File: src/rtl/gne_pkg.sv
// Shared types, constants and the microcode table of the grid neighbor expander.
// No dependencies; imported by every module of the block but gne_ram.
package gne_pkg;

    localparam int IDX_W       = 12;
    localparam int MAP_DEPTH   = 1 << IDX_W;
    localparam int CFG_W       = 7;
    localparam int CFG_IDX_W   = 3;
    localparam int DEG_W       = 4;
    localparam int NUM_DIRS    = 8;
    localparam int DIR_W       = 3;
    localparam int MAX_COLUMNS = 64;
    localparam int MAX_ROWS    = 64;
    // Signed width for cell index plus neighbor offset.
    localparam int SA_W        = IDX_W + 2;

    localparam int DIV_STEPS = IDX_W;
    localparam int STEP_W    = $clog2(DIV_STEPS + 2);

    typedef logic [DIR_W-1:0]  dir_t;
    typedef logic [STEP_W-1:0] step_t;

    localparam step_t STEP_EVAL = step_t'(DIV_STEPS);
    localparam step_t STEP_EMIT = step_t'(DIV_STEPS + 1);

    localparam logic [CFG_W-1:0] GRID_WIDTH_RST  = CFG_W'(64);
    localparam logic [CFG_W-1:0] GRID_HEIGHT_RST = CFG_W'(64);
    localparam logic [DEG_W-1:0] DEG_MAX         = DEG_W'(NUM_DIRS);

    typedef enum logic [CFG_IDX_W-1:0] {
        REG_GRID_WIDTH  = 3'd0,
        REG_GRID_HEIGHT = 3'd1,
        REG_DIAG_EN     = 3'd2,
        REG_CUT_EN      = 3'd3,
        REG_SQZ_EN      = 3'd4
    } cfg_reg_t;

    typedef enum logic [1:0] {
        ST_CLEAR,
        ST_IDLE,
        ST_RUN
    } seq_state_t;

    typedef struct packed {
        logic  div_en;
        logic  rd_en;
        dir_t  rd_dir;
        logic  cap_en;
        dir_t  cap_dir;
        logic  eval_en;
        logic  emit_en;
        logic  jmp_more;
        step_t target;
        logic  fin;
    } ucode_t;

    // Direction codes: dx outer from -1 to 1, dy inner, center skipped.
    function automatic logic signed [1:0] dir_dx(input dir_t d);
        logic signed [1:0] v;
        case (d)
            3'd0, 3'd1, 3'd2: v = -2'sd1;
            3'd3, 3'd4:       v = 2'sd0;
            default:          v = 2'sd1;
        endcase
        return v;
    endfunction

    function automatic logic signed [1:0] dir_dy(input dir_t d);
        logic signed [1:0] v;
        case (d)
            3'd0, 3'd3, 3'd5: v = -2'sd1;
            3'd1, 3'd6:       v = 2'sd0;
            default:          v = 2'sd1;
        endcase
        return v;
    endfunction

    // Direction of the side cell (dx, 0).
    function automatic dir_t dir_side_x(input dir_t d);
        dir_t v;
        case (d)
            3'd0, 3'd2: v = 3'd1;
            3'd5, 3'd7: v = 3'd6;
            default:    v = d;
        endcase
        return v;
    endfunction

    // Direction of the side cell (0, dy).
    function automatic dir_t dir_side_y(input dir_t d);
        dir_t v;
        case (d)
            3'd0, 3'd5: v = 3'd3;
            3'd2, 3'd7: v = 3'd4;
            default:    v = d;
        endcase
        return v;
    endfunction

    // Program: divide over DIV_STEPS steps with the eight map reads
    // overlapped, one evaluate step, then one emit step per result.
    function automatic ucode_t ucode_rom(input step_t pc);
        ucode_t w;
        step_t  prev;
        w    = '0;
        prev = pc - step_t'(1);
        if (pc < STEP_EVAL)
        begin
            w.div_en = 1'b1;
        end
        if (pc < step_t'(NUM_DIRS))
        begin
            w.rd_en  = 1'b1;
            w.rd_dir = pc[DIR_W-1:0];
        end
        if (pc != '0 && pc <= step_t'(NUM_DIRS))
        begin
            w.cap_en  = 1'b1;
            w.cap_dir = prev[DIR_W-1:0];
        end
        if (pc == STEP_EVAL)
        begin
            w.eval_en = 1'b1;
        end
        if (pc == STEP_EMIT)
        begin
            w.emit_en  = 1'b1;
            w.jmp_more = 1'b1;
            w.target   = STEP_EMIT;
            w.fin      = 1'b1;
        end
        if (pc > STEP_EMIT)
        begin
            w.fin = 1'b1;
        end
        return w;
    endfunction

endpackage

File: src/rtl/gne_seq.sv
// Microcode sequencer: step counter, conditional jump and map clearing sweep.
// Depends on gne_pkg for the program table and state type.
module gne_seq
    import gne_pkg::*;
(
    input  logic             clk,
    input  logic             rst_n,
    input  logic             query,
    input  logic             more,
    output logic             busy,
    output ucode_t           ctl,
    output logic             clr_active,
    output logic [IDX_W-1:0] clr_addr
);

    seq_state_t       state_reg, state_next;
    step_t            pc_reg, pc_next;
    logic [IDX_W-1:0] clr_reg, clr_next;

    always_ff @(posedge clk or negedge rst_n)
    begin
        if (!rst_n)
        begin
            state_reg <= ST_CLEAR;
            pc_reg    <= '0;
            clr_reg   <= '0;
        end
        else
        begin
            state_reg <= state_next;
            pc_reg    <= pc_next;
            clr_reg   <= clr_next;
        end
    end

    always_comb
    begin
        state_next = state_reg;
        pc_next    = pc_reg;
        clr_next   = clr_reg;
        ctl        = '0;
        busy       = 1'b1;
        case (state_reg)
            ST_CLEAR:
            begin
                clr_next = clr_reg + IDX_W'(1);
                if (clr_reg == '1)
                begin
                    state_next = ST_IDLE;
                end
            end
            ST_IDLE:
            begin
                busy = 1'b0;
                if (query)
                begin
                    state_next = ST_RUN;
                    pc_next    = '0;
                end
            end
            ST_RUN:
            begin
                ctl = ucode_rom(pc_reg);
                if (ctl.jmp_more && more)
                begin
                    pc_next = ctl.target;
                end
                else if (ctl.fin)
                begin
                    state_next = ST_IDLE;
                end
                else
                begin
                    pc_next = pc_reg + step_t'(1);
                end
            end
            default:
            begin
                state_next = ST_IDLE;
            end
        endcase
    end

    assign clr_active = (state_reg == ST_CLEAR);
    assign clr_addr   = clr_reg;

endmodule

File: config.mk
export PLATFORM = sky130hd
export DESIGN_NAME = gne_seq
export DESIGN_NICKNAME = d
export VERILOG_FILES = /design/src/rtl/gne_pkg.sv /design/src/rtl/gne_seq.sv
export SDC_FILE = /design/constraint.sdc
export NUM_CORES = 1
export LEC_CHECK = 0
export ABC_AREA = 1
export BUFFER_PORTS_ARGS = -buffer_cell sky130_fd_sc_hd__buf_2
export CAP_MARGIN = 10
export CELL_PAD_IN_SITES_DETAIL_PLACEMENT = 1
export CELL_PAD_IN_SITES_GLOBAL_PLACEMENT = 2
export CORE_MARGIN = 10
export CORE_UTILIZATION = 30
export CTS_CLUSTER_SIZE = 20
export DETAILED_ROUTE_END_ITERATION = 6
export PLACE_DENSITY = 0.91
export SLEW_MARGIN = 25
export SYNTH_ARGS = -nofsm -noshare
export SYNTH_HDL_FRONTEND = slang
export SYNTH_SLANG_ARGS = --single-unit
File: constraint.sdc
create_clock -name clk -period 2.17 [get_ports clk]
set_clock_uncertainty 0.15 [all_clocks]
set_input_delay 0 -clock clk [delete_from_list [all_inputs] [get_ports clk]]
set_output_delay 0 -clock clk [all_outputs]
set_load 0.01 [all_outputs]
* Word-level counts from Yosys, hierarchy flattened
Cells that the tools add are included. W data, S select, Z words.
Word-level totals: flip-flop bits (word level) 18, bits of input ports 4, output and inout port bits 31, word-level logic and storage cells 46
Cells by class: add/sub/neg operators 3, magnitude comparators 4, eq/ne operators 10, multiplexer cells 19, reductions and logical operators 7
Operators with widths (number):
- $mux W4 | 5
- $mux W17 | 1
- $mux W7 | 2
- $add A12 B1 Y12 const B | 1
- $eq A12 B12 Y1 const B | 1
- $eq A4 B4 Y1 const B | 2
- $lt A4 B4 Y1 const B | 2
- $mux W2 | 4
- $pmux W4 S2 | 1
- $ne A2 B2 Y1 const B | 3
- $pmux W2 S3 | 1
- $mux W1 | 5
- $add A4 B1 Y4 const B | 1
- $gt A4 B4 Y1 const B | 1
- $le A4 B4 Y1 const B | 1
- $reduce_and A4 Y1 | 1
- $reduce_bool A4 Y1 | 1
- $ne A3 B3 Y1 const B | 1
- $reduce_and A3 Y1 | 1
- $sub A3 B1 Y3 const B | 1
- $eq A2 B1 Y1 const B | 1
- $eq A2 B2 Y1 const B | 1
- $logic_and A1 B1 Y1 | 2
- $logic_not A2 Y1 | 1
- other kinds (2) | 2

* Longest topological paths before layout
word-level depth 8, mapped depth 11, gate-level depth less buffers 11

* Worst setup path after synthesis
Ideal clock, no wire load.
path kind register -> output, from register state_reg[0], to output ctl[3] in the netlist's numbering, arrival 1.456 ns, data required time 2.020 ns, path slack 0.564 ns, cell stages (with the launch flop) 5, path buffers 1, cell sequence dfrtp_1 > nor2_4 > inv_1 > nor3_1 > buf_4
RTL lines:
- from (decl) | line gne_seq.sv:16 | seq_state_t state_reg, state_next;
- from (signal assigned) | line gne_seq.sv:30 | state_reg <= state_next;
- to (decl) | line gne_seq.sv:11 | output ucode_t ctl,

==> results.md <==
- Post-Syn Instances: 161
- Ports: 35
- Area Growth Syn to Fin: 19.88%
- Core area: 3943 sq um
- Total track usage: 9.739%
- ANT cells: 0
- Crit start category: flip-flop
- Initial Util: 30.66%
- Setup tns final: 0 ns
- Post-synth EDFFs: 0
- Compound-cell area share of the yosys netlist: 2.484%
- Die X-Extent: 83.48 um
- Worst-skew pair later-pin latency: 0.26 ns
- Critical Path AT: 1.71 ns
- Synth Cell Area: 1209 sq um
- Clock Tree Root: clkbuf_8
- Clock Path Buffers: 2
- Final #Nets: 203
- Pwr Density: 1001 nW/um^2
- WL per Instance: 12.91 um
- Final wirelength: 3.138 mm
- Critical Path, Cell by Cell: nor2_4 > inv_1 > nor3_1 > buf_2
- CP max-delay cell: dfrtp_1
- Die height: 83.48 um
- Top cells by area, synth: dfrtp_1 37%, nand2_1 14%, inv_1 5.9%
- Post-Synth Simple-Gate Area: 37.37%
- Synth Net Count: 169
- Max IR drop VDD: 0.3507 mV
- PostCTS Resize Cnt: 0
- CTS tree: built
- Crit path kind: reg -> out
- H-tree depth: 1
- 1st-iter DRT viols: 38
- Cell family with most CP delay: simple AND/OR/NAND/NOR gates
- Endpoints failing hold: 0
- Slowest cell delay on critical path: 0.47 ns
- Share of flip-flops with an asynchronous set or reset: 100.0%
- Crit path max fanout: 7
- Final period util: 85.80%
- Mean Syn Cell Area: 7.507 sq um
- Largest family of logic cells by synthesized area: simple AND/OR/NAND/NOR gates
- Unique cell type count in the Yosys netlist: 24
- GRT overflow: 0
- Post-synthesis mux area share: 0%
- Die area: 6968 sq um
- Cell Rows: 23
- Via count: 1073
- RSZ-0062 raised after global routing: false
- I/O Buffers: 33
- Leakage: 0.8013 nW
- Largest net degree at the start of global routing: 19
- Placer Congestion: 0.7200
- Maximum clock rate: 0.5371 GHz
- Global-route wire length before repair: 5.740 mm
- Reg clk slew, reported paths: 0.07 ns
- Cts bufs inserted: 3
- Post-synth top flop: dfrtp_1
- Buf/Inv on CP: 2
- Register area share after synthesis: 37.27%
- Residual DRC: 0
- Post-route ant nets: 0
- FF+latch count, synth: 18
- Status: completed
- Critical path endpoint category: primary output
- Initial antenna violation count: 0
- First-pass iteration count of the detailed router: 3
- WP data required: 2.02 ns
- Layout cells sized above 1: 26.42%
- Final setup violation count: 0
- Max reg flops: 12
- Post-CTS setup buffers: 0
- Worst hold slack: 0.02139 ns
- Via density: 4.416
- Hold crit path type: in -> reg
- Vias in the first global route: 1160
- Post-synth top area cell: dfrtp_1
- Top cell type's share of synthesized area: 37.27%
- Dpl hpwl: 2.565 mm
- Slew Viols, Final: 0
- Yosys Warn Count: 0
- Max Cap Viol: 0
- Post-layout minimum cycle time: 1.862 ns
- Clock Sinks: 18
- Synth Area in XOR/XNOR: 7.246%
- Post-Synth Adder-Cell Area: 4.141%
==> cell usage after synthesis (all sizes together), types with 3 or more instances <==
cell type / n
nor3: 4
buf: 6
dfrtp: 18
nand3: 14
ha: 4
a21oi: 5
xor2: 5
nor2: 23
nand4: 3
nand2: 50
xnor2: 5
inv: 21
==> metrics by stage <==
stage / cell area [sq um] / total power (W) / utilization, % / instances / setup WS, ns
4_1_cts: 1449 / 0.001474 / 36.75 / 243 / 0.2629
2_1_floorplan: 1209 / 0.0009880 / - / 161 / 0.5635
5_1_grt: 1449 / 0.001589 / 36.75 / 243 / 0.1597
3_5_place_dp: 1388 / 0.001235 / 35.20 / 238 / 0.5444
6_report: 1449 / 0.001450 / 36.75 / 243 / 0.3082
3_3_place_gp: 1388 / 0.001220 / 35.20 / 238 / 0.5740
==> worst paths after layout <==
path | start | endpoint | slack (ns) | depth (start not counted)
worst max-delay path | state_reg[0] | ctl[5] | 0.31 | 4
worst min-delay path | more | state_reg[1] | 0.02 | 5
worst max register to register | pc_reg[0] | pc_reg[0] | 0.57 | 10
worst min register to register | clr_addr[8] | clr_addr[8] | 0.37 | 1
max in group asynchronous | rst_n | pc_reg[1] | 1.53 | 2
min in group asynchronous | rst_n | clr_addr[10] | 0.04 | 2
==> tightest hold or removal path, stage by stage <==
cell	delay (ns)
buf_2	0.10
nand3_2	0.08
nand2_2	0.09
inv_4	0.06
nand2_4	0.07
==> layer usage <==
layer,GRT usage [%],wire length [um],vias up
met5,0,0,-
li1,-,-,552
met4,3.196,48,0
met3,2.441,102,5
met1,11.22,1358,504
met2,17.06,1629,12
==> layout by cell type (no fill, tap or decap), drive strengths merged <==
cell type    instances
nor2                23
nor3                 4
dfrtp               18
a21oi                5
buf                 33
conb                 1
clkbuf               3
dlygate4sd3          2
xor2                 5
inv                 21
nand3               14
clkinv               1
ha                   4
xnor2                5
nand4                3
nand2               50
o21ai                1
==> layout make-up <==
class,instances,area [sq um]
clock buffer,3,41.29
fill,517,2494
inverter,22,86.33
multi-input combinational,115,623.1
sequential,18,450.4
tap,50,62.56
timing repair buffer,35,185.2
==> power breakdown <==
part	internal, W	switching [W]	total, W
clock network	0.000124	0.000109	0.000232
registers	0.000420	0.000121	0.000541
logic	0.000229	0.000448	0.000677
total	0.000772	0.000678	0.00145
==> what timing repair did <==
item / 4_1_cts / 5_1_grt
hold endpoints to repair: 19 / 0
setup endpoints to repair: 0 / 0
hold buffers: 2 / 0
==> cell families after synthesis <==
family,Yosys count
compound gates,6
xor+xnor,10
fa+ha+maj,4
buf+inv,28
flops,18
other cells,1
simple gates,94
Note: power is estimated with default switching activity, not from simulation.
