File: config.mk
export PLATFORM = sky130hd
export DESIGN_NAME = gne_dp
export DESIGN_NICKNAME = d
export VERILOG_FILES = /design/src/rtl/gne_pkg.sv /design/src/rtl/gne_dp.sv
export SDC_FILE = /design/constraint.sdc
export NUM_CORES = 1
export LEC_CHECK = 0
export ABC_CLOCK_PERIOD_IN_PS = 14200
export BUFFER_PORTS_ARGS = -buffer_cell sky130_fd_sc_hd__buf_2
export CORE_ASPECT_RATIO = 1.1
export CORE_MARGIN = 2
export CORE_UTILIZATION = 50
export CTS_BUF_LIST = sky130_fd_sc_hd__clkbuf_16
export DETAILED_ROUTE_END_ITERATION = 12
export PLACE_DENSITY = 0.72
export SLEW_MARGIN = 20
export SYNTH_ARGS = -nofsm -noshare
export SYNTH_HDL_FRONTEND = slang
export SYNTH_SLANG_ARGS = --single-unit
File: constraint.sdc
create_clock -name clk -period 14.2 [get_ports clk]
set_input_delay 1.42 -clock clk [delete_from_list [all_inputs] [get_ports clk]]
set_output_delay 1.42 -clock clk [all_outputs]
set_load 0.1 [all_outputs]
File: src/rtl/gne_pkg.sv
// Shared types, constants and the microcode table of the grid neighbor expander.
// No dependencies; imported by every module of the block but gne_ram.
package gne_pkg;

    localparam int IDX_W       = 12;
    localparam int MAP_DEPTH   = 1 << IDX_W;
    localparam int CFG_W       = 7;
    localparam int CFG_IDX_W   = 3;
    localparam int DEG_W       = 4;
    localparam int NUM_DIRS    = 8;
    localparam int DIR_W       = 3;
    localparam int MAX_COLUMNS = 64;
    localparam int MAX_ROWS    = 64;
    // Signed width for cell index plus neighbor offset.
    localparam int SA_W        = IDX_W + 2;

    localparam int DIV_STEPS = IDX_W;
    localparam int STEP_W    = $clog2(DIV_STEPS + 2);

    typedef logic [DIR_W-1:0]  dir_t;
    typedef logic [STEP_W-1:0] step_t;

    localparam step_t STEP_EVAL = step_t'(DIV_STEPS);
    localparam step_t STEP_EMIT = step_t'(DIV_STEPS + 1);

    localparam logic [CFG_W-1:0] GRID_WIDTH_RST  = CFG_W'(64);
    localparam logic [CFG_W-1:0] GRID_HEIGHT_RST = CFG_W'(64);
    localparam logic [DEG_W-1:0] DEG_MAX         = DEG_W'(NUM_DIRS);

    typedef enum logic [CFG_IDX_W-1:0] {
        REG_GRID_WIDTH  = 3'd0,
        REG_GRID_HEIGHT = 3'd1,
        REG_DIAG_EN     = 3'd2,
        REG_CUT_EN      = 3'd3,
        REG_SQZ_EN      = 3'd4
    } cfg_reg_t;

    typedef enum logic [1:0] {
        ST_CLEAR,
        ST_IDLE,
        ST_RUN
    } seq_state_t;

    typedef struct packed {
        logic  div_en;
        logic  rd_en;
        dir_t  rd_dir;
        logic  cap_en;
        dir_t  cap_dir;
        logic  eval_en;
        logic  emit_en;
        logic  jmp_more;
        step_t target;
        logic  fin;
    } ucode_t;

    // Direction codes: dx outer from -1 to 1, dy inner, center skipped.
    function automatic logic signed [1:0] dir_dx(input dir_t d);
        logic signed [1:0] v;
        case (d)
            3'd0, 3'd1, 3'd2: v = -2'sd1;
            3'd3, 3'd4:       v = 2'sd0;
            default:          v = 2'sd1;
        endcase
        return v;
    endfunction

    function automatic logic signed [1:0] dir_dy(input dir_t d);
        logic signed [1:0] v;
        case (d)
            3'd0, 3'd3, 3'd5: v = -2'sd1;
            3'd1, 3'd6:       v = 2'sd0;
            default:          v = 2'sd1;
        endcase
        return v;
    endfunction

    // Direction of the side cell (dx, 0).
    function automatic dir_t dir_side_x(input dir_t d);
        dir_t v;
        case (d)
            3'd0, 3'd2: v = 3'd1;
            3'd5, 3'd7: v = 3'd6;
            default:    v = d;
        endcase
        return v;
    endfunction

    // Direction of the side cell (0, dy).
    function automatic dir_t dir_side_y(input dir_t d);
        dir_t v;
        case (d)
            3'd0, 3'd5: v = 3'd3;
            3'd2, 3'd7: v = 3'd4;
            default:    v = d;
        endcase
        return v;
    endfunction

    // Program: divide over DIV_STEPS steps with the eight map reads
    // overlapped, one evaluate step, then one emit step per result.
    function automatic ucode_t ucode_rom(input step_t pc);
        ucode_t w;
        step_t  prev;
        w    = '0;
        prev = pc - step_t'(1);
        if (pc < STEP_EVAL)
        begin
            w.div_en = 1'b1;
        end
        if (pc < step_t'(NUM_DIRS))
        begin
            w.rd_en  = 1'b1;
            w.rd_dir = pc[DIR_W-1:0];
        end
        if (pc != '0 && pc <= step_t'(NUM_DIRS))
        begin
            w.cap_en  = 1'b1;
            w.cap_dir = prev[DIR_W-1:0];
        end
        if (pc == STEP_EVAL)
        begin
            w.eval_en = 1'b1;
        end
        if (pc == STEP_EMIT)
        begin
            w.emit_en  = 1'b1;
            w.jmp_more = 1'b1;
            w.target   = STEP_EMIT;
            w.fin      = 1'b1;
        end
        if (pc > STEP_EMIT)
        begin
            w.fin = 1'b1;
        end
        return w;
    endfunction

endpackage

File: src/rtl/gne_dp.sv
// Datapath: restoring divider, neighbor address adder, reachability logic
// and result registers. Driven by the control word from gne_seq; uses gne_pkg.
module gne_dp
    import gne_pkg::*;
(
    input  logic             clk,
    input  logic             rst_n,
    input  logic             load,
    input  logic [IDX_W-1:0] load_index,
    input  logic [CFG_W-1:0] width,
    input  logic [CFG_W-1:0] height,
    input  logic             diag_en,
    input  logic             cut_en,
    input  logic             sqz_en,
    input  ucode_t           ctl,
    input  logic             ram_rdata,
    output logic [IDX_W-1:0] ram_raddr,
    output logic             more,
    output logic             strobe,
    output logic [IDX_W-1:0] neighbor_index,
    output logic             neighbor_valid,
    output logic [DEG_W-1:0] degree,
    output logic             last
);

    logic [IDX_W-1:0]    idx_reg;
    logic [IDX_W-1:0]    quo_reg, quo_next;
    logic [CFG_W-1:0]    rem_reg, rem_next;
    logic                rd_st_reg;
    logic [NUM_DIRS-1:0] blk_reg;
    logic [NUM_DIRS-1:0] st_reg;
    logic [NUM_DIRS-1:0] mask_reg;
    logic [DEG_W-1:0]    deg_reg;

    logic                strobe_reg;
    logic [IDX_W-1:0]    nidx_reg;
    logic                nvalid_reg;
    logic [DEG_W-1:0]    degree_reg;
    logic                last_reg;

    // Divider step: shift one dividend bit into the remainder.
    logic [CFG_W:0] trial;
    logic           ge;

    always_comb
    begin
        trial    = {rem_reg, quo_reg[IDX_W-1]};
        ge       = (trial >= {1'b0, width});
        rem_next = ge ? CFG_W'(trial - {1'b0, width}) : trial[CFG_W-1:0];
        quo_next = {quo_reg[IDX_W-2:0], ge};
    end

    // Emit selection: lowest remaining direction first.
    dir_t                sel;
    logic [NUM_DIRS-1:0] rest;
    logic                any;

    always_comb
    begin
        sel = '0;
        for (int d = NUM_DIRS - 1; d >= 0; d--)
        begin
            if (mask_reg[d])
            begin
                sel = dir_t'(d);
            end
        end
        any  = (mask_reg != '0);
        rest = mask_reg & ~(NUM_DIRS'(1) << sel);
    end

    assign more = (rest != '0);

    // Shared adder: cell index plus dy * width plus dx.
    dir_t                   addr_dir;
    logic signed [1:0]      adx, ady;
    logic signed [SA_W-1:0] wext, off_y, sa_sum;
    logic                   in_store;

    always_comb
    begin
        addr_dir = ctl.emit_en ? sel : ctl.rd_dir;
        adx      = dir_dx(addr_dir);
        ady      = dir_dy(addr_dir);
        wext     = $signed({{(SA_W - CFG_W){1'b0}}, width});
        if (ady == 2'sd1)
        begin
            off_y = wext;
        end
        else if (ady == -2'sd1)
        begin
            off_y = -wext;
        end
        else
        begin
            off_y = '0;
        end
        sa_sum   = $signed({{(SA_W - IDX_W){1'b0}}, idx_reg}) + off_y
                 + $signed({{(SA_W - 2){adx[1]}}, adx});
        in_store = !sa_sum[SA_W-1] && (sa_sum[SA_W-2:0] < (SA_W - 1)'(MAP_DEPTH));
    end

    assign ram_raddr = sa_sum[IDX_W-1:0];

    // Reachability of all eight directions from the captured map bits.
    logic                   xlo_ok, xhi_ok, ylo_ok, yhi_ok, qvalid;
    logic signed [1:0]      dxv, dyv;
    logic [1:0]             near;
    logic                   ex, diag;
    logic [NUM_DIRS-1:0]    ok;
    logic [DEG_W-1:0]       cnt;

    always_comb
    begin
        qvalid = (quo_reg < IDX_W'(height));
        xlo_ok = (rem_reg != '0);
        xhi_ok = (({1'b0, rem_reg} + (CFG_W + 1)'(1)) < {1'b0, width});
        ylo_ok = (quo_reg != '0);
        yhi_ok = (({1'b0, quo_reg} + (IDX_W + 1)'(1)) < (IDX_W + 1)'(height));
        ok     = '0;
        dxv    = '0;
        dyv    = '0;
        near   = '0;
        ex     = 1'b0;
        diag   = 1'b0;
        for (int d = 0; d < NUM_DIRS; d++)
        begin
            dxv  = dir_dx(dir_t'(d));
            dyv  = dir_dy(dir_t'(d));
            ex   = qvalid && st_reg[d]
                && ((dxv == -2'sd1) ? xlo_ok : (dxv == 2'sd1) ? xhi_ok : 1'b1)
                && ((dyv == -2'sd1) ? ylo_ok : (dyv == 2'sd1) ? yhi_ok : 1'b1);
            near = {1'b0, blk_reg[dir_side_x(dir_t'(d))]}
                 + {1'b0, blk_reg[dir_side_y(dir_t'(d))]};
            diag = (dxv != 2'sd0) && (dyv != 2'sd0);
            ok[d] = ex && !blk_reg[d]
                 && (!diag || (diag_en && (near == 2'd0 || cut_en)
                               && (near != 2'd2 || sqz_en)));
        end
        cnt = '0;
        for (int d = 0; d < NUM_DIRS; d++)
        begin
            cnt = cnt + DEG_W'(ok[d]);
        end
    end

    always_ff @(posedge clk)
    begin
        if (load)
        begin
            idx_reg <= load_index;
            quo_reg <= load_index;
            rem_reg <= '0;
        end
        else if (ctl.div_en)
        begin
            quo_reg <= quo_next;
            rem_reg <= rem_next;
        end
        if (ctl.rd_en)
        begin
            rd_st_reg <= in_store;
        end
        // Cells past the store read as free and are never neighbors.
        if (ctl.cap_en)
        begin
            blk_reg[ctl.cap_dir] <= ram_rdata && rd_st_reg;
            st_reg[ctl.cap_dir]  <= rd_st_reg;
        end
        if (ctl.eval_en)
        begin
            mask_reg <= ok;
            deg_reg  <= cnt;
        end
        else if (ctl.emit_en)
        begin
            mask_reg <= rest;
        end
        if (ctl.emit_en)
        begin
            nidx_reg   <= any ? sa_sum[IDX_W-1:0] : '0;
            nvalid_reg <= any;
            degree_reg <= deg_reg;
            last_reg   <= !more;
        end
    end

    always_ff @(posedge clk or negedge rst_n)
    begin
        if (!rst_n)
        begin
            strobe_reg <= 1'b0;
        end
        else
        begin
            strobe_reg <= ctl.emit_en;
        end
    end

    assign strobe         = strobe_reg;
    assign neighbor_index = nidx_reg;
    assign neighbor_valid = nvalid_reg;
    assign degree         = degree_reg;
    assign last           = last_reg;

endmodule

### Word level (Yosys, flattened, before mapping)

Cells that the tools add are included.

| storage, ports and cells | value |
|---|---|
| register bits after elaboration | 79 |
| memories | 0 |
| ROM bits | 0 |
| bits in writable memories | 0 |
| output and inout bits | 32 |
| latch bits | 0 |

| operators by class | value |
|---|---|
| $add $sub $neg | 17 |
| bitwise logic cells | 2 |
| div/mod/pow operators | 0 |
| order comparisons | 7 |
| shift operators | 1 |
| equality and inequality tests | 12 |
| reduce and logical (&&, ||, !) cells | 76 |
| multipliers | 0 |
| multiplexer cells | 22 |

Operator list:

| operator | number |
|---|---|
| 1-bit logical AND | 43 |
| 14-bit two-way mux | 2 |
| 3-bit two-way mux | 9 |
| 4-bit by 1-bit adder with 4-bit output | 6 |
| 12-bit two-way mux | 2 |
| 8-bit bitwise mux | 2 |
| 8-bit two-way mux | 2 |
| 8-bit nonzero test | 2 |
| 13-bit by 14-bit adder with 14-bit output | 1 |
| 14-bit by 2-bit adder with 14-bit output | 1 |
| 7-bit negation with 14-bit output | 1 |
| 12-bit by 1-bit adder with 13-bit output (second input constant) | 1 |
| 13-bit less-than comparator (second input constant) | 1 |
| 13-bit by 7-bit less-than comparator with 1-bit output | 1 |
| 12-bit by 7-bit less-than comparator with 1-bit output | 1 |
| 12-bit nonzero test | 1 |
| 1-bit by 1-bit adder with 2-bit output | 5 |
| 1-bit zero test | 10 |
| 3-bit equality test (second input constant) | 3 |
| 7-bit by 1-bit adder with 8-bit output (second input constant) | 1 |
| 8-bit AND | 1 |
| 8-bit by 7-bit greater-or-equal comparator with 1-bit output | 1 |
| 2-bit zero test | 4 |
| 1-bit logical OR | 8 |
| 20 further kinds | 28 |

### Longest topological paths before layout

Gate-level depths: netlist of run 1.

| logic depth | value |
|---|---|
| word-level depth | 19 |
| depth in mapped cells | 18 |
| mapped depth without buffers | 16 |

### Least setup slack after synthesis of run 1

Ideal clock, no wire load.

| path | value |
|---|---|
| path kind | input to output |
| from | input ctl[6] (netlist name) |
| to | output ram_raddr[9] |
| buffers on the path | 2 |
| required time | 12,780 ps |
| path slack | 6,519 ps |
| stages | 16 |
| data arrival time | 6,261 ps |
| path through | buf_2 -> nor3b_1 -> o31a_1 -> or2_2 -> clkbuf_1 -> o21ai_0 -> inv_1 -> fa_1 -> ha_1 -> inv_1 -> fa_1 -> nor2b_1 -> or4_1 -> a21oi_1 -> o21ai_0 -> xor2_1 |

| on the way | value |
|---|---|
| cells in the longest elaborated chain, start to end | 9 |

RTL lines:

| what | line | text |
|---|---|---|
| from (decl) | gne_dp.sv:15 | `input ucode_t ctl,` |
| 3-bit two-way mux * | gne_dp.sv:82 | `addr_dir = ctl.emit_en ? sel : ctl.rd_dir;` |
| 3-bit by 2-bit equality test with 1-bit output, or another cell as far along | gne_pkg.sv:60, gne_pkg.sv:70 |  |
| 3-bit OR reduction or 2-bit OR reduction (tied branches) | gne_pkg.sv:70 | `case (d)` |
| 2-bit case mux with 2 select lines | gne_pkg.sv:70 |  |
| 2-bit by 1-bit equality test with 1-bit output | gne_dp.sv:90 | `else if (ady == -2'sd1)` |
| 14-bit two-way mux | gne_dp.sv:90 |  |
| 14-bit two-way mux | gne_dp.sv:86 | `if (ady == 2'sd1)` |
| 13-bit by 14-bit adder with 14-bit output | gne_dp.sv:98 | `sa_sum = $signed({{(SA_W - IDX_W){1'b0}}, idx_reg}) + off_y` |
| 14-bit by 2-bit adder with 14-bit output * | gne_dp.sv:99 | `+ $signed({{(SA_W - 2){adx[1]}}, adx});` |
| to (decl) | gne_dp.sv:17 | `output logic [IDX_W-1:0] ram_raddr,` |

Mark *: on every way between the ends. The rest lies on a longest branch, timed or not.

### Worst setup path after layout of run 1

| path | value |
|---|---|
| from | input ctl[6] (netlist name) |
| to | output ram_raddr[10] |

The elaborated chain is that of the path after synthesis.

==> results of run 1 <==
path summary, 6_finish.rpt:
| kind | end | slack [ns] | cells past startpoint |
|---|---|---|---|
| hold reg to reg | degree[0]$_DFFE_PP_ | 0.42 | 0 |
| hold / removal | degree[0]$_DFFE_PP_ | 0.42 | 0 |
| max in group asynchronous | strobe$_DFF_PN0_ | 13.27 | 1 |
| min in group asynchronous | strobe$_DFF_PN0_ | 0.84 | 1 |
| setup / recovery | ram_raddr[10] | 6.65 | 13 |
| setup reg to reg | rd_st_reg$_DFFE_PP_ | 8.50 | 15 |
worst reg2reg max path: cells and delay by family, from the launching register on:
| family | cells | cell delay (ns) |
|---|---|---|
| fa+ha+maj | 3 | 1.01 |
| simple gates | 5 | 1.96 |
| buf+inv | 2 | 0.49 |
| mux | 1 | 0.22 |
| flops | 1 | 0.46 |
| compound gates | 4 | 1.30 |
metal layers:
layer  share of wire (%)  track usage [%]  vias up
met4                 1.6            6.306        0
li1                    -                -     2109
met1                  43            24.69     2081
met2                  51            38.82      101
met3                 3.9            4.269       15
met5                   0                0        -
logic make-up after synthesis:
kind of cell    after synthesis
buf+inv                      55
simple gates                169
xor+xnor                     22
mux                          21
compound gates              117
flops                        79
fa+ha+maj                    66
stage by stage:
step,power [mW],cells,setup slack (ns)
finish,1.355,760,6.650
global route,1.426,760,6.216
CTS,1.361,760,6.598
detailed placement,1.150,744,6.619
global placement,1.138,744,6.620
floorplan,1.024,529,6.519
report_power, final:
group	total (mW)	switching, mW	internal (mW)
Clock	0.209	0.0921	0.117
Sequential	0.326	0.0203	0.306
Combinational	0.820	0.633	0.187
Total	1.36	0.746	0.610
cells in the final DEF, fill, tap and decap left out, types with 5 or more instances in the layout:
cell type | netlist | layout
a21o_1 | 8 | 8
ha_1 | 46 | 46
or3_1 | 10 | 10
and2_1 | 13 | 13
a2111oi_0 | 5 | 5
or4_1 | 8 | 8
nand4_1 | 7 | 7
a211oi_1 | 5 | 5
xor2_1 | 5 | 5
a21oi_1 | 26 | 26
nand2_1 | 22 | 22
buf_2 | 3 | 75
o21ai_0 | 29 | 29
nand3_1 | 13 | 13
inv_1 | 46 | 47
o21a_1 | 7 | 7
mux2_2 | 12 | 12
nor3_1 | 11 | 11
nor3b_1 | 5 | 5
edfxtp_1 | 71 | 71
nor2_1 | 36 | 36
nor2b_1 | 11 | 11
fa_1 | 18 | 18
nand2b_1 | 15 | 15
mux2i_1 | 9 | 9
dfxtp_1 | 7 | 7
xnor2_1 | 17 | 17
clkbuf_16 | 0 | 9
final cells by class:
cell class                      count  area (µm²)
Fill cell                         974        4498
Clock inverter                      7       42.54
Sequential cell                    79        2297
Timing Repair Buffer               76       382.9
Clock buffer                        9       225.2
Inverter                           47       176.4
Tap cell                          147       183.9
Multi-Input combinational cell    395        3054
==> metrics.cfg, run 1 <==
[min_path]
hold_start = deg_reg[0]$_DFFE_PP_
min_path_type = flip-flop to flip-flop

[synth]
synth_top_cell_by_area = edfxtp_1
synth_ff_type = edfxtp_1
synth_top_family_by_area = adder cells
synth_fa_ha_area_share_pct = 17.21
synth_area_um2 = 5562
synth_top_area_share_pct = 38.34
avgSynthCellArea_um2 = 10.51
synth_cells = 529
synth_enable_flop_cells = 71
synth-async-reset-ratio_pct = 1.266
yosysMostFrequentCell = edfxtp_1
yosys.area_share.simple_pct = 16.54
synth-seq-cells = 79
yosys-top-cells-count = edfxtp_1 (71), ha_1 (46), inv_1 (46)
synth-seq-area-share_pct = 41.30
synth_cell_types = 61
synth_compound_area_share_pct = 13.66
synth.area.top_cells = edfxtp_1 (38%), ha_1 (10%), fa_1 (6.5%), inv_1 (3.1%), xnor2_1 (2.7%)
yosys_warnings = 0
synth-xor-area-share_pct = 3.465
synthMuxAreaShare_pct = 4.049
synthesis.nets = 643

[final_layout]
drive_gt1_share_pct = 17.78
area_growth_pct = 14.40
insertedDiodeCount = 0
final_util_pct = 58.58
fin_nets = 722
design_area_um2 = 6362

[job]
drv_cap = 0

[die]
die_h_um = 114.6
start_util_pct = 51.21
dieArea_um2 = 11980
die_x_um = 104.6
core_area_um2 = 10860
num_rows = 40
ios = 82

[route]
drcViolationCount = 0
avgRoutedWirePerCell_um = 15.86
drt_iter0_markers = 288
ant_nets = 0
vias_per_cell = 5.666
postRouteWirelength_mm = 12.05
vias = 4306
firstDrtPassIters = 5

[clock_tree]
cts_resized = 0
cts_buffers = 9
ctsHoldBuffers = 0
htree_levels = 3
cts_tree = yes
clk_latency_ns = 0.33
post_cts_buffers = 0
cts_sinks = 79
clock-root-buffer = clkbuf_16
clk_pin_slew_worst_paths_ns = 0.06
clockBufferDepth = 2

[worst_setup_path]
critPathKind = input port to output pin
crit_arrival_ns = 6.13
max_stage_delay_ns = 0.59
critPathBufInv = 3
path_cells = buf_2 -> o21ai_0 -> or2_2 -> o21ai_0 -> inv_1 -> fa_1 -> ha_1 -> a211o_1 -> a2111oi_0 -> o31ai_1 -> a21oi_1 -> xnor2_1 -> buf_2
crit_family = compound AO/OA/AOI/OAI gates
endpoint_kind = output pin
crit_fanout = 29
start_kind = input port
critPathSlowestCell = fa_1
required_ns = 12.78
critPathLaunch = ctl[6]
rr_startpoint = mask_reg[3]$_DFFE_PP_

[sta]
holdWs_ns = 0.4218
skew_ns = 0.003829
finalSetupViolations = 0
slew_headroom_pct = 46.93
period_share_pct = 53.17
tns_ns = 0
fin_crit_ns = 7.550
rsz0062_at_grt = false
tightest_slew_ns = 0.7760
finalMaxSlewViolations = 0
finalHoldViolations = 0
fmaxAchievable_mhz = 132.4

[grt]
grt_pass1_wl_mm = 20.08
antenna_found_initial = 0
grt_overflow = 0
track_usage_pct = 21.03
grt_max_degree = 35
grt_pass1_vias = 4280

[power]
ir_worst_vdd_v = 0.0002978
p_per_area_nw_per_um2 = 213.0
leakage_nw = 2.682

[run_status]
status = finished clean

[placement]
numPortBuffers = 75
placed_area_um2 = 6095
hpwl_mm = 9.434
place_congestion = 0.8966

Power figures use the tool's default switching activity.
==> run 2: changes to the inputs <==
--- a/config.mk
+++ b/config.mk
@@ -5,7 +5,8 @@
 export SDC_FILE = /design/constraint.sdc
 export NUM_CORES = 1
 export LEC_CHECK = 0
-export ABC_CLOCK_PERIOD_IN_PS = 14200
+export ABC_AREA = 1
+export ABC_CLOCK_PERIOD_IN_PS = 7900
 export BUFFER_PORTS_ARGS = -buffer_cell sky130_fd_sc_hd__buf_2
 export CORE_ASPECT_RATIO = 1.1
 export CORE_MARGIN = 2
==> constraint.sdc (replaced) <==
create_clock -name clk -period 7.9 [get_ports clk]
set_input_delay 0.79 -clock clk [delete_from_list [all_inputs] [get_ports clk]]
set_output_delay 0.79 -clock clk [all_outputs]
set_load 0.1 [all_outputs]
==> run 2 against run 1 <==
Compared with the run above:
- count of clock-buffer cells in the layout unchanged
- die area up 0.52%
- synthesized area up 0.54%
- global-route usage down 0.60 points
- critical path type unchanged
- critical endpoint is now ram_raddr[11]
==> metrics.cfg, run 2 <==
[clock_tree]
clock-root-buffer = clkbuf_16
cts_resized = 0  ; unchanged
cts_sinks = 79  ; unchanged
clk_pin_slew_worst_paths_ns = 0.05  ; about the same
clockBufferDepth = 2  ; unchanged
cts_tree = yes
htree_levels = 3  ; unchanged
clk_latency_ns = 0.34  ; about the same
ctsHoldBuffers = 0  ; unchanged
post_cts_buffers = 0  ; unchanged
cts_buffers = 9  ; unchanged

[worst_setup_path]
endpoint_kind = output pin
crit_family = buffers and inverters
critPathKind = input port to output pin
max_stage_delay_ns = 0.50  ; -0.09 ns
critPathSlowestCell = fa_1
critPathLaunch = ctl[6]
rr_startpoint = rem_reg[0]$_SDFFE_PP0P_
r2r_cells = 19  ; +4
start_kind = input port
crit_arrival_ns = 4.91  ; -1.22 ns
crit_fanout = 25  ; -14%
critPathBufInv = 6  ; +3
required_ns = 7.11  ; -5.67 ns
reg2reg_slack_ns = 3.36  ; -5.14 ns
path_cells = buf_2 -> or2_2 -> nand2_2 -> inv_1 -> nand3_1 -> nand3_2 -> inv_2 -> nand2_1 -> o21ai_1 -> fa_1 -> ha_1 -> inv_1 -> fa_1 -> o21ai_1 -> nand4_1 -> nand2_1 -> nand2_1 -> o21ai_1 -> xor2_1 -> inv_1 -> buf_2
regToRegEndpoint = deg_reg[2]$_DFFE_PP_

[synth]
synth-seq-cells = 79  ; unchanged
synth-seq-area-share_pct = 41.08  ; -0.22 points
synth-xor-area-share_pct = 3.916  ; +0.45 points
synth_top_area_share_pct = 38.13  ; -0.21 points
synth_top_family_by_area = simple AND/OR/NAND/NOR gates
synth_top_cell_by_area = edfxtp_1
synth_fa_ha_area_share_pct = 16.74  ; -0.47 points
synth.area.top_cells = edfxtp_1 (38%), ha_1 (10%), inv_1 (7.8%), nand2_1 (6.8%), fa_1 (6.4%)
synth_area_um2 = 5592  ; +0.54%
synthesis.nets = 737  ; +15%
synth_compound_area_share_pct = 11.26  ; -2.4 points
synth-async-reset-ratio_pct = 1.266  ; unchanged
yosys_warnings = 0  ; unchanged
synthMuxAreaShare_pct = 0.1790  ; -3.9 points
synth_enable_flop_cells = 71  ; unchanged
synth_ff_type = edfxtp_1
synth_cell_types = 46  ; -25%
yosys-top-cells-count = inv_1 (116), nand2_1 (102), edfxtp_1 (71)
yosysMostFrequentCell = inv_1
yosys.area_share.simple_pct = 17.95  ; +1.4 points
synth_cells = 623  ; +18%
avgSynthCellArea_um2 = 8.975  ; -15%

[route]
postRouteWirelength_mm = 11.81  ; -2.0%
firstDrtPassIters = 5  ; unchanged
avgRoutedWirePerCell_um = 13.85  ; -13%
drt_iter0_markers = 182  ; -37%
vias_per_cell = 5.171  ; -8.7%
ant_nets = 0  ; unchanged
vias = 4411  ; +2.4%
drcViolationCount = 0  ; unchanged

[final_layout]
area_growth_pct = 15.37
design_area_um2 = 6451  ; +1.4%
final_common_cell = inv_1
fin_nets = 815  ; +13%
drive_gt1_share_pct = 17.28  ; -0.50 points
final_cell_mix = inv_1 (118), nand2_1 (102), buf_2 (75)
insertedDiodeCount = 0  ; unchanged
multi_input_area_um2 = 2798  ; -8.4%
seqCellArea_um2 = 2297  ; unchanged
fillers = 957  ; -1.7%

[placement]
numPortBuffers = 75  ; unchanged
place_congestion = 0.9703  ; +8.2%
hpwl_mm = 9.456  ; +0.23%
placed_area_um2 = 6120  ; +0.41%

[grt]
grt_pass1_vias = 4327  ; +1.1%
antenna_found_initial = 0  ; unchanged
grt_overflow = 0  ; unchanged
grt_pass1_wl_mm = 19.61  ; -2.3%
grt_max_degree = 45  ; +29%
track_usage_pct = 20.43  ; -0.60 points

[die]
dieArea_um2 = 12050  ; +0.52%
ios = 82  ; unchanged
die_x_um = 104.8  ; +0.26%
num_rows = 40  ; unchanged
start_util_pct = 51.25  ; about the same
die_h_um = 114.9  ; +0.26%
core_area_um2 = 10910  ; +0.46%

[sta]
finalSetupViolations = 0  ; unchanged
fin_crit_ns = 5.699
rsz0062_at_grt = false
skew_ns = 0.005893  ; +0.002064 ns
fmaxAchievable_mhz = 175.5
tns_ns = 0  ; unchanged
tightest_slew_ns = 0.8235  ; +0.04752 ns
slew_headroom_pct = 44.90  ; -2.0 points
holdWs_ns = 0.2184  ; -0.2034 ns
finalMaxSlewViolations = 0  ; unchanged
period_share_pct = 72.14
finalHoldViolations = 0  ; unchanged

[min_path]
min_path_type = input port to asynchronous set/reset pin

[run_status]
status = finished clean

[power]
ir_worst_vdd_v = 0.0005304  ; +78%
p_per_area_nw_per_um2 = 388.4  ; +82%
p_total_mw = 2.505  ; +85%
leakage_nw = 3.095  ; +15%

[job]
drv_cap = 0  ; unchanged

## run 2: changes by cell type in the layout (fill, tap and decap cells not counted), moves of 12 or more
cell      change
mux2_2       -12
inv_1        +71
xor2_1       +18
nand2b_1     -15
and2_1       -12
xnor2_1      -15
nand2_1      +80
## run 2: report_power, final
group | internal, mW | switching [mW] | total [mW]
Clock | 0.305 | 0.162 | 0.467
Combinational | 0.301 | 1.14 | 1.44
Sequential | 0.554 | 0.0412 | 0.595
## run 2: how the worst max path moves through the flow
stage | end | slack [ns] | cells past startpoint
2_1_floorplan | ram_raddr[10] | 2.26 | 19
3_3_place_gp | ram_raddr[11] | 2.31 | 19
3_5_place_dp | ram_raddr[11] | 2.19 | 21
4_1_cts | ram_raddr[11] | 2.19 | 21
5_1_grt | ram_raddr[11] | 1.83 | 19
6_report | ram_raddr[11] | 2.20 | 21
## run 2: layer usage
metal / vias up / global-route usage (%) / wire length [µm]
met4: 0 / 9.067 / 319
li1: 2236 / - / -
met1: 2038 / 24.33 / 5084
met5: - / 0 / 0
met2: 112 / 36.19 / 5913
met3: 25 / 3.912 / 495
## run 2: logic make-up after synthesis
logic type	Yosys count
and+or+nand+nor	217
buffers and inverters	132
AOI/OAI and AO/OA	105
DFF	79
adders and majority gates	64
xor gates and xnor gates	25
muxes	1
## run 2: final cells by class
type	count	area share (%)
Clock buffer	9	3.491
Clock inverter	7	1.649
Inverter	124	7.215
Multi-Input combinational cell	412	43.37
Sequential cell	79	35.61
Tap cell	147	2.851
Timing Repair Buffer	75	5.818
## run 2: through the flow
step | worst slack, ns | util (%) | instances
2_1_floorplan | 2.263 | - | 623
3_3_place_gp | 2.306 | 56.09 | 837
3_5_place_dp | 2.194 | 56.09 | 837
4_1_cts | 2.189 | 59.13 | 853
5_1_grt | 1.833 | 59.13 | 853
6_report | 2.201 | 59.13 | 853
==> run 3: changes to the inputs <==
--- a/config.mk
+++ b/config.mk
@@ -5,8 +5,8 @@
 export SDC_FILE = /design/constraint.sdc
 export NUM_CORES = 1
 export LEC_CHECK = 0
-export ABC_AREA = 1
-export ABC_CLOCK_PERIOD_IN_PS = 7900
+export ABC_AREA = 0
+export ABC_CLOCK_PERIOD_IN_PS = 5700
 export BUFFER_PORTS_ARGS = -buffer_cell sky130_fd_sc_hd__buf_2
 export CORE_ASPECT_RATIO = 1.1
 export CORE_MARGIN = 2
==> constraint.sdc (replaced) <==
create_clock -name clk -period 5.7 [get_ports clk]
set_input_delay 0.57 -clock clk [delete_from_list [all_inputs] [get_ports clk]]
set_output_delay 0.57 -clock clk [all_outputs]
set_load 0.1 [all_outputs]
==> run 3 against run 2 <==
Compared with the run above:
- clock skew shrank 0.00086 ns
- hold slack gained 0.20 ns
- clock power grew 18%
- sequential power grew 37%
- global-route usage grew 0.56 points
- wire length grew 2.5%
- register-to-register slack lost 3.0 ns
- first-iteration DRC count grew 31%
- largest cell class unchanged
==> metrics.cfg, run 3 (synthesis gave the netlist of run 1 again) <==
[run_status]
status = finished clean

[route]
drt_iter0_markers = 239  ; +31%
ant_nets = 0  ; unchanged
vias = 4277  ; -3.0%
avgRoutedWirePerCell_um = 15.86  ; +15%
firstDrtPassIters = 4  ; -1
vias_per_cell = 5.606  ; +8.4%
drcViolationCount = 0  ; unchanged
postRouteWirelength_mm = 12.10  ; +2.5%

[die]
ios = 82  ; unchanged
dieArea_um2 = 11980  ; -0.51%
start_util_pct = 51.21  ; about the same
core_area_um2 = 10860  ; -0.46%
num_rows = 40  ; unchanged
die_h_um = 114.6  ; -0.26%
die_x_um = 104.6  ; -0.26%

[clock_tree]
clock-root-buffer = clkbuf_16
cts_tree = yes
cts_buffers = 9  ; unchanged
clockBufferDepth = 2  ; unchanged
clk_latency_ns = 0.33  ; about the same
post_cts_buffers = 0  ; unchanged
htree_levels = 3  ; unchanged
cts_sinks = 79  ; unchanged
clk_pin_slew_worst_paths_ns = 0.06  ; about the same

[worst_setup_path]
crit_arrival_ns = 4.88  ; -0.03 ns
max_stage_delay_ns = 0.48  ; -0.02 ns
critPathSlowestCell = or4_1
critPathBufInv = 1  ; -5
critPathKind = flip-flop to output pin
required_ns = 5.13  ; -1.98 ns
endpoint_kind = output pin
crit_family = compound AO/OA/AOI/OAI gates
start_kind = flip-flop
crit_fanout = 10  ; -60%
path_cells = nand2b_1 -> a221o_1 -> a31o_1 -> maj3_2 -> or3_1 -> a21oi_1 -> fa_1 -> ha_1 -> nor2b_1 -> or4_1 -> a211o_1 -> a21oi_2 -> xnor2_2 -> buf_12

[sta]
rsz0062_at_grt = false
finalHoldViolations = 0  ; unchanged
skew_ns = 0.005037  ; -0.0008558 ns
fin_crit_ns = 5.450
finalMaxSlewViolations = 0  ; unchanged
tns_ns = 0  ; unchanged
fmaxAchievable_mhz = 183.5
slew_headroom_pct = 54.63  ; +9.7 points
tightest_slew_ns = 0.6634  ; -0.1601 ns
holdWs_ns = 0.4204  ; +0.2020 ns
finalSetupViolations = 0  ; unchanged
period_share_pct = 95.62

[grt]
track_usage_pct = 20.99  ; +0.56 points
grt_max_degree = 35  ; -22%
grt_pass1_vias = 4187  ; -3.2%
antenna_found_initial = 0  ; unchanged
grt_pass1_wl_mm = 19.87  ; +1.3%
grt_overflow = 0  ; unchanged

[final_layout]
drive_gt1_share_pct = 19.16  ; +1.9 points
fin_cells = 763  ; -11%
fillers = 930  ; -2.8%
insertedDiodeCount = 0  ; unchanged
final_cell_mix = edfxtp_1 (71), buf_2 (70), inv_1 (49)
area_growth_pct = 17.41
fin_nets = 725  ; -11%
final_common_cell = edfxtp_1

[power]
p_per_area_nw_per_um2 = 559.8  ; +44%
leakage_nw = 2.770  ; -11%
ir_worst_vdd_v = 0.0007388  ; +39%

[placement]
place_inst = 746  ; -11%
hpwl_mm = 9.698  ; +2.6%
place_congestion = 0.9155  ; -5.6%
numPortBuffers = 75  ; unchanged

[min_path]
min_path_type = flip-flop to flip-flop

[job]
drv_cap = 0  ; unchanged

==> run 3: changes by cell type in the layout (fill, tap and decap cells not counted), sizes merged, moves of 13 or more <==
cell    before  now
inv        125   50
nand2b       0   15
nand2      113   22
xor2        23    5
xnor2        2   17
nand3       26   13
==> run 3: timing repair <==
item                       CTS  global route
gates resized for setup      0             6
setup endpoints to repair    0             3
hold endpoints to repair     1             0
hold buffers                 1             0
==> run 3: layout make-up <==
class	count	area [µm²]	share of cell area, %
well taps	147	183.9	2.817
clock inverters	7	58.81	0.9006
clock buffers	9	225.2	3.449
flip-flops and latches	79	2297	35.18
inverters	47	176.4	2.702
multi-input cells	395	3105	47.56
repair buffers	79	483.0	7.396
==> run 3: per-stage QoR <==
stage	instance area, µm²	utilization [%]	power [mW]	setup WS, ns
6_report	6530	60.13	3.656	0.2496
3_3_place_gp	6222	57.29	3.072	0.3404
5_1_grt	6530	60.13	3.819	0.0009566
3_5_place_dp	6222	57.29	3.102	0.2996
2_1_floorplan	5599	-	2.596	0.1024
4_1_cts	6516	60.00	3.656	0.06208
==> run 3: power breakdown <==
| part | leakage [nW] | switching, mW | total [mW] | internal [mW] |
|---|---|---|---|---|
| sequential | 0.777 | 0.0512 | 0.813 | 0.761 |
| clock | 0.154 | 0.218 | 0.550 | 0.333 |
| combinational | 1.84 | 1.63 | 2.29 | 0.663 |
| total | 2.77 | 1.90 | 3.66 | 1.76 |
==> run 3: routing by layer <==
| layer | global-route usage, % | share of wire (%) | up-vias | routed length [µm] |
|---|---|---|---|---|
| met5 | 0 | 0 | - | 0 |
| met4 | 8.378 | 2.0 | 0 | 240 |
| met3 | 3.301 | 4.2 | 18 | 512 |
| met2 | 37.25 | 51 | 97 | 6127 |
| met1 | 25.68 | 43 | 2036 | 5222 |
| li1 | - | - | 2126 | - |
==> run 3: worst paths after layout <==
| check | end | start | cells past startpoint | slack, ns |
|---|---|---|---|---|
| max | ram_raddr[11] | mask_reg[6]$_DFFE_PP_ | 14 | 0.25 |
| min | degree[2]$_DFFE_PP_ | deg_reg[2]$_DFFE_PP_ | 0 | 0.42 |
| max reg2reg | deg_reg[2]$_DFFE_PP_ | rem_reg[1]$_SDFFE_PP0P_ | 17 | 0.35 |
| min reg2reg | degree[2]$_DFFE_PP_ | deg_reg[2]$_DFFE_PP_ | 0 | 0.42 |
| max in group asynchronous | strobe$_DFF_PN0_ | rst_n | 2 | 5.08 |
| min in group asynchronous | strobe$_DFF_PN0_ | rst_n | 2 | 0.54 |
